**src/rtl/core/pts_pkg.sv**
```systemverilog
// shared types and constants of the phase to sine/cosine block
// no dependencies
`default_nettype none

package pts_pkg;

    // default sizes
    localparam int OUT_BITS_DEF      = 16;
    localparam int PHASE_IN_BITS_DEF = 64;

    // configuration register
    localparam int          PHASE_BITS_W     = 6;
    localparam logic [5:0]  PHASE_BITS_RESET = 6'd32;
    localparam int          ANGLE_BITS       = 32;

    // q1.30 fixed point
    localparam int          FRAC_BITS   = 30;
    localparam logic [30:0] Q_ONE       = 31'h4000_0000;
    localparam logic [30:0] HALF_PI_Q30 = 31'd1686629713;

    // horner divisors, one pair per cell
    localparam int NUM_CELLS = 6;
    localparam int unsigned SIN_DIV [NUM_CELLS] = '{156, 110, 72, 42, 20, 6};
    localparam int unsigned COS_DIV [NUM_CELLS] = '{182, 132, 90, 56, 30, 12};

    // quadrant of the angle
    typedef enum logic [1:0] {
        QUAD_I   = 2'd0,
        QUAD_II  = 2'd1,
        QUAD_III = 2'd2,
        QUAD_IV  = 2'd3
    } t_quadrant;

    // context handed from cell to cell
    typedef struct packed {
        logic        valid;
        t_quadrant   quad;
        logic [30:0] theta;
        logic [31:0] t2;
        logic [30:0] a_sin;
        logic [30:0] a_cos;
    } t_cell_bus;

endpackage

`default_nettype wire

```
**src/rtl/core/pts_front.sv**
```systemverilog
// angle front end: phase truncation, quadrant split, theta and theta squared
// depends on pts_pkg
`default_nettype none

module pts_front #(
    parameter int PHASE_IN_BITS = pts_pkg::PHASE_IN_BITS_DEF
) (
    input  wire logic                                 i_clk,
    input  wire logic                                 i_rst_n,
    input  wire logic                                 i_en,
    input  wire logic                                 i_valid,
    input  wire logic signed [PHASE_IN_BITS-1:0]      i_phase_word,
    input  wire logic [pts_pkg::PHASE_BITS_W-1:0]     i_phase_bits,
    output pts_pkg::t_cell_bus                        o_bus
);

    localparam int P_MAX = (PHASE_IN_BITS < pts_pkg::ANGLE_BITS) ?
                           PHASE_IN_BITS : pts_pkg::ANGLE_BITS;

    logic [5:0]  p_eff;
    logic [4:0]  low_zero;
    logic [31:0] top32;
    logic [31:0] n_u;
    logic        r_a_valid;
    logic [31:0] r_u;

    logic [60:0] prod_theta;
    logic        r_b_valid;
    pts_pkg::t_quadrant r_b_quad;
    logic [30:0] r_b_theta;

    logic [61:0] prod_t2;
    pts_pkg::t_cell_bus r_c;
    pts_pkg::t_cell_bus n_c;

    // effective phase bits, clamped to the usable range
    always_comb begin
        if (i_phase_bits == '0) begin
            p_eff = 6'd1;
        end else if (i_phase_bits > 6'(P_MAX)) begin
            p_eff = 6'(P_MAX);
        end else begin
            p_eff = i_phase_bits;
        end
        low_zero = 5'(6'd32 - p_eff);
    end

    // top bits of the phase word, left aligned in the angle word
    generate
        if (PHASE_IN_BITS >= 32) begin : g_wide
            assign top32 = i_phase_word[PHASE_IN_BITS-1 -: 32];
        end else begin : g_narrow
            assign top32 = {i_phase_word, {(32 - PHASE_IN_BITS){1'b0}}};
        end
    endgenerate

    assign n_u = top32 & (32'hFFFF_FFFF << low_zero);

    // stage a: angle in turns
    always_ff @(posedge i_clk) begin
        if (!i_rst_n) begin
            r_a_valid <= 1'b0;
        end else if (i_en) begin
            r_a_valid <= i_valid;
            r_u       <= n_u;
        end
    end

    // stage b: theta = r * pi/2 in q1.30
    assign prod_theta = 61'(r_u[29:0]) * 61'(pts_pkg::HALF_PI_Q30);

    always_ff @(posedge i_clk) begin
        if (!i_rst_n) begin
            r_b_valid <= 1'b0;
        end else if (i_en) begin
            r_b_valid <= r_a_valid;
            r_b_quad  <= pts_pkg::t_quadrant'(r_u[31:30]);
            r_b_theta <= prod_theta[60:30];
        end
    end

    // stage c: theta squared, horner accumulators start at one
    assign prod_t2 = 62'(r_b_theta) * 62'(r_b_theta);

    always_comb begin
        n_c.valid = r_b_valid;
        n_c.quad  = r_b_quad;
        n_c.theta = r_b_theta;
        n_c.t2    = prod_t2[61:30];
        n_c.a_sin = pts_pkg::Q_ONE;
        n_c.a_cos = pts_pkg::Q_ONE;
    end

    always_ff @(posedge i_clk) begin
        if (!i_rst_n) begin
            r_c.valid <= 1'b0;
        end else if (i_en) begin
            r_c <= n_c;
        end
    end

    assign o_bus = r_c;

endmodule

`default_nettype wire

```
**config.mk**
```make
export PLATFORM = sky130hd
export DESIGN_NAME = pts_front
export DESIGN_NICKNAME = d
export VERILOG_FILES = /design/src/rtl/core/pts_pkg.sv /design/src/rtl/core/pts_front.sv
export SDC_FILE = /design/constraint.sdc
export NUM_CORES = 2
export LEC_CHECK = 0
export ABC_AREA = 1
export BUFFER_PORTS_ARGS = -buffer_cell sky130_fd_sc_hd__buf_2
export CORE_MARGIN = 8
export CORE_UTILIZATION = 50
export DETAILED_ROUTE_END_ITERATION = 8
export PLACE_DENSITY = 0.69
export SLEW_MARGIN = 0
export SYNTH_ARGS = -nofsm -noshare
export SYNTH_HDL_FRONTEND = slang
export SYNTH_SLANG_ARGS = --single-unit
```
**constraint.sdc**
```tcl
create_clock -name i_clk -period 6.75 [get_ports i_clk]
set_input_delay 0.3375 -clock i_clk [delete_from_list [all_inputs] [get_ports i_clk]]
set_output_delay 0.3375 -clock i_clk [all_outputs]
set_load 0.05 [all_outputs]
```
==> results.sh <==
export IMPL_path_buf_inv=5
export IMPL_synth_seq_cells=133
export IMPL_period_minus_slack_ps=6805
export IMPL_path_cells="buf_12 > nand2_1 > inv_1 > fa_1 > fa_1 > inv_1 > fa_2 > fa_1 > fa_1 > inv_1 > fa_1 > fa_1 > fa_1 > ha_4 > buf_4 > nand2_4 > nor2_2 > nand2_1 > nor4_2 > nand2_1 > nand2_1 > nand2_1 > nand3_1 > nand2_1"
export IMPL_grt_pass1_wl_um=218300
export IMPL_worstMarginPinSlew_ps=963.6
export IMPL_h_tree_depth=4
export IMPL_viasPerCell=5.000
export IMPL_via_count=38030
export IMPL_tns_ps=-70.65
export IMPL_path_common_cell="fa_1"
export IMPL_synth_main_ff_cell="edfxtp_1"
export IMPL_slowest_delay_ps=580
export IMPL_rows=116
export IMPL_seq_area_frac_synth_pct=7.918
export IMPL_cts_buffer_depth=2
export IMPL_synth_cell_type_count=43
export IMPL_timing_slew_headroom_pct=35.76
export IMPL_worst_slack_ps=-54.55
export IMPL_cp_slowest_cell="fa_2"
export IMPL_cts_buffers=17
export IMPL_async_reset_ff_share_pct=0
export IMPL_core_area_mm2=0.09971
export IMPL_syn_to_final_growth_pct=15.07
export IMPL_synth_top_area_share_pct=43.15
export IMPL_overflow=0
export IMPL_fin_util_pct=57.77
export IMPL_clk_pin_slew_worst_paths_ps=80
export IMPL_hold_path_class="in -> reg"
export IMPL_grt_max_degree=72
export IMPL_final_antenna_net_count=0
export IMPL_gp_congestion=0.9501
export IMPL_skew_ps=26.66
export IMPL_synth_commonest_cells="1974 x inv_1, 1169 x nand2_1, 1079 x fa_1, 626 x ha_1, 250 x nor2_1"
export IMPL_clk_latency_ps=540
export IMPL_avgRoutedWirePerCell_um=18.25
export IMPL_syn_avg_cell_area_um2=8.459
export IMPL_synth_area_top_cells="fa_1 43%, ha_1 16%, inv_1 15%, nand2_1 8.8%, edfxtp_1 7.8%"
export IMPL_grt_pass1_vias=41130
export IMPL_pin_count=202
export IMPL_outcome="finished, violations left"
export IMPL_drive_above_1_share_pct=15.17
export IMPL_slew_viol_final=0
export IMPL_cp_max_fo=7
export IMPL_drv_cap=0
export IMPL_dpl_cell_area_mm2=0.05420
export IMPL_totalWireLength_um=138800
export IMPL_yosys_area_top_type="fa_1"
export IMPL_setup_violations_final=2
export IMPL_drc=0
export IMPL_violations="setup timing"
export IMPL_endpoint_kind="register"
export IMPL_nets=8074
export IMPL_antennaDiodeCount=0
export IMPL_start_util_pct=50.21
export IMPL_n_fill_cell=8761
export IMPL_rsz0062_at_grt="yes"
export IMPL_yosysMostFrequentCell="inv_1"
export IMPL_hold_viol=0
export IMPL_period_share_pct=100.8
export IMPL_hpwlAfterDp_um=117200
export IMPL_yosys_warnings=0
export IMPL_grtUsageTotal_pct=25.17
export IMPL_netlist_area_mm2=0.05006
export IMPL_cts_sinks=133
export IMPL_antenna_found_initial=7
export IMPL_synth_edf_count=130
export IMPL_dieArea_mm2=0.1105
export IMPL_cp_top_family="adder cells"
export IMPL_cp_start_kind="register"
export IMPL_timing_fmax_mhz=147.0
export IMPL_die_h_um=332.4
export IMPL_drt_first_pass_iters=5
export IMPL_drt_iter0_drc=2280
export IMPL_die_w_um=332.4
export IMPL_cp_arrival_ps=7090
export IMPL_netlist_instances=5918
export IMPL_root_buffer="clkbuf_16"
export IMPL_io_buffers=107
export IMPL_cts_tree="built"
export IMPL_worstSetupPathType="reg -> reg"
export IMPL_stdcell_area_mm2=0.05761
export IMPL_crit_required_ps=7030
[worst register-to-register path: cells and delay by family (launching register included)]
kind | cells | cell delay (ps)
and+or+nand+nor | 10 | 1140
adders and majority gates | 9 | 4390
DFF | 1 | 510
buffers and inverters | 5 | 510
[sequential cells by signal (all words and copies together), names as in the netlist]
signal     count
r_u           32
r_b_valid      1
o_bus         66
r_b_quad       2
r_a_valid      1
r_b_theta     31
[metal layers]
layer | share of wire [%] | global-route usage, % | vias up
li1 | - | - | 17660
met1 | 41 | 32.33 | 18780
met2 | 47 | 41.53 | 1289
met3 | 8.2 | 6.402 | 302
met4 | 3.8 | 8.465 | 6
met5 | 0.030 | 0 | -
[layout by cell type, fill, tap and decap left out, types with 23 or more instances in the layout]
| cell | n |
|---|---|
| edfxtp_1 | 130 |
| xor2_1 | 26 |
| nor2_4 | 35 |
| clkbuf_16 | 24 |
| o21ai_0 | 61 |
| buf_2 | 107 |
| nand2_2 | 108 |
| ha_4 | 43 |
| nor2_1 | 179 |
| nor2_2 | 39 |
| nand2_1 | 1038 |
| a21oi_1 | 103 |
| ha_1 | 577 |
| conb_1 | 63 |
| nand2_4 | 23 |
| nand3_1 | 83 |
| inv_2 | 48 |
| buf_4 | 273 |
| buf_12 | 36 |
| a21oi_2 | 39 |
| fa_1 | 1038 |
| nand4_1 | 29 |
| fa_2 | 41 |
| nand3_2 | 28 |
| inv_1 | 1924 |
| buf_6 | 29 |
[worst paths after layout]
path	start	end	slack, ps	depth (start not counted)
setup reg to reg	r_b_theta[16]	o_bus[90]	-50	24
hold reg to reg	r_b_quad[1]	o_bus[126]	420	0
setup / recovery	r_b_theta[16]	o_bus[90]	-50	24
hold / removal	i_valid	r_a_valid	60	3
[layout make-up]
type,instances,area (um2),share of cell area [%]
Multi-Input combinational cell,3708,40070,69.56
Inverter,1977,7436,12.91
Sequential cell,133,3964,6.881
Timing Repair Buffer,458,3930,6.822
Tap cell,1298,1624,2.819
Clock buffer,18,429.2,0.7450
Clock inverter,14,151.4,0.2628
[logic make-up after synthesis]
group | Yosys count | share of synthesized area, %
xor+xnor | 44 | 0.8073
fa+ha+maj | 1705 | 58.80
compound gates | 293 | 3.167
other cells | 2 | 0.01500
buf+inv | 2138 | 16.55
simple gates | 1603 | 12.75
flops | 133 | 7.918
[metrics by stage]
stage / instances / setup slack [ps] / hold slack, ps
floorplan: 5979 / 18.55 / 400.3
global placement: 7508 / -217.2 / 404.3
detailed placement: 7508 / -257.1 / 415.8
CTS: 7545 / 4.992 / 29.38
global route: 7606 / -259.9 / 52.85
finish: 7606 / -54.55 / 64.48
[timing repair]
item                       CTS  global route
cloned                       0             8
pin swaps                    5           167
buffers inserted             4            56
hold endpoints to repair     1             0
setup endpoints to repair   29            61
hold buffers                 1             0
gates resized for setup     43           557
Power is left out: the tool's default activity adds up to more than one toggle a clock period on the data nets, which glitch-free logic cannot reach.
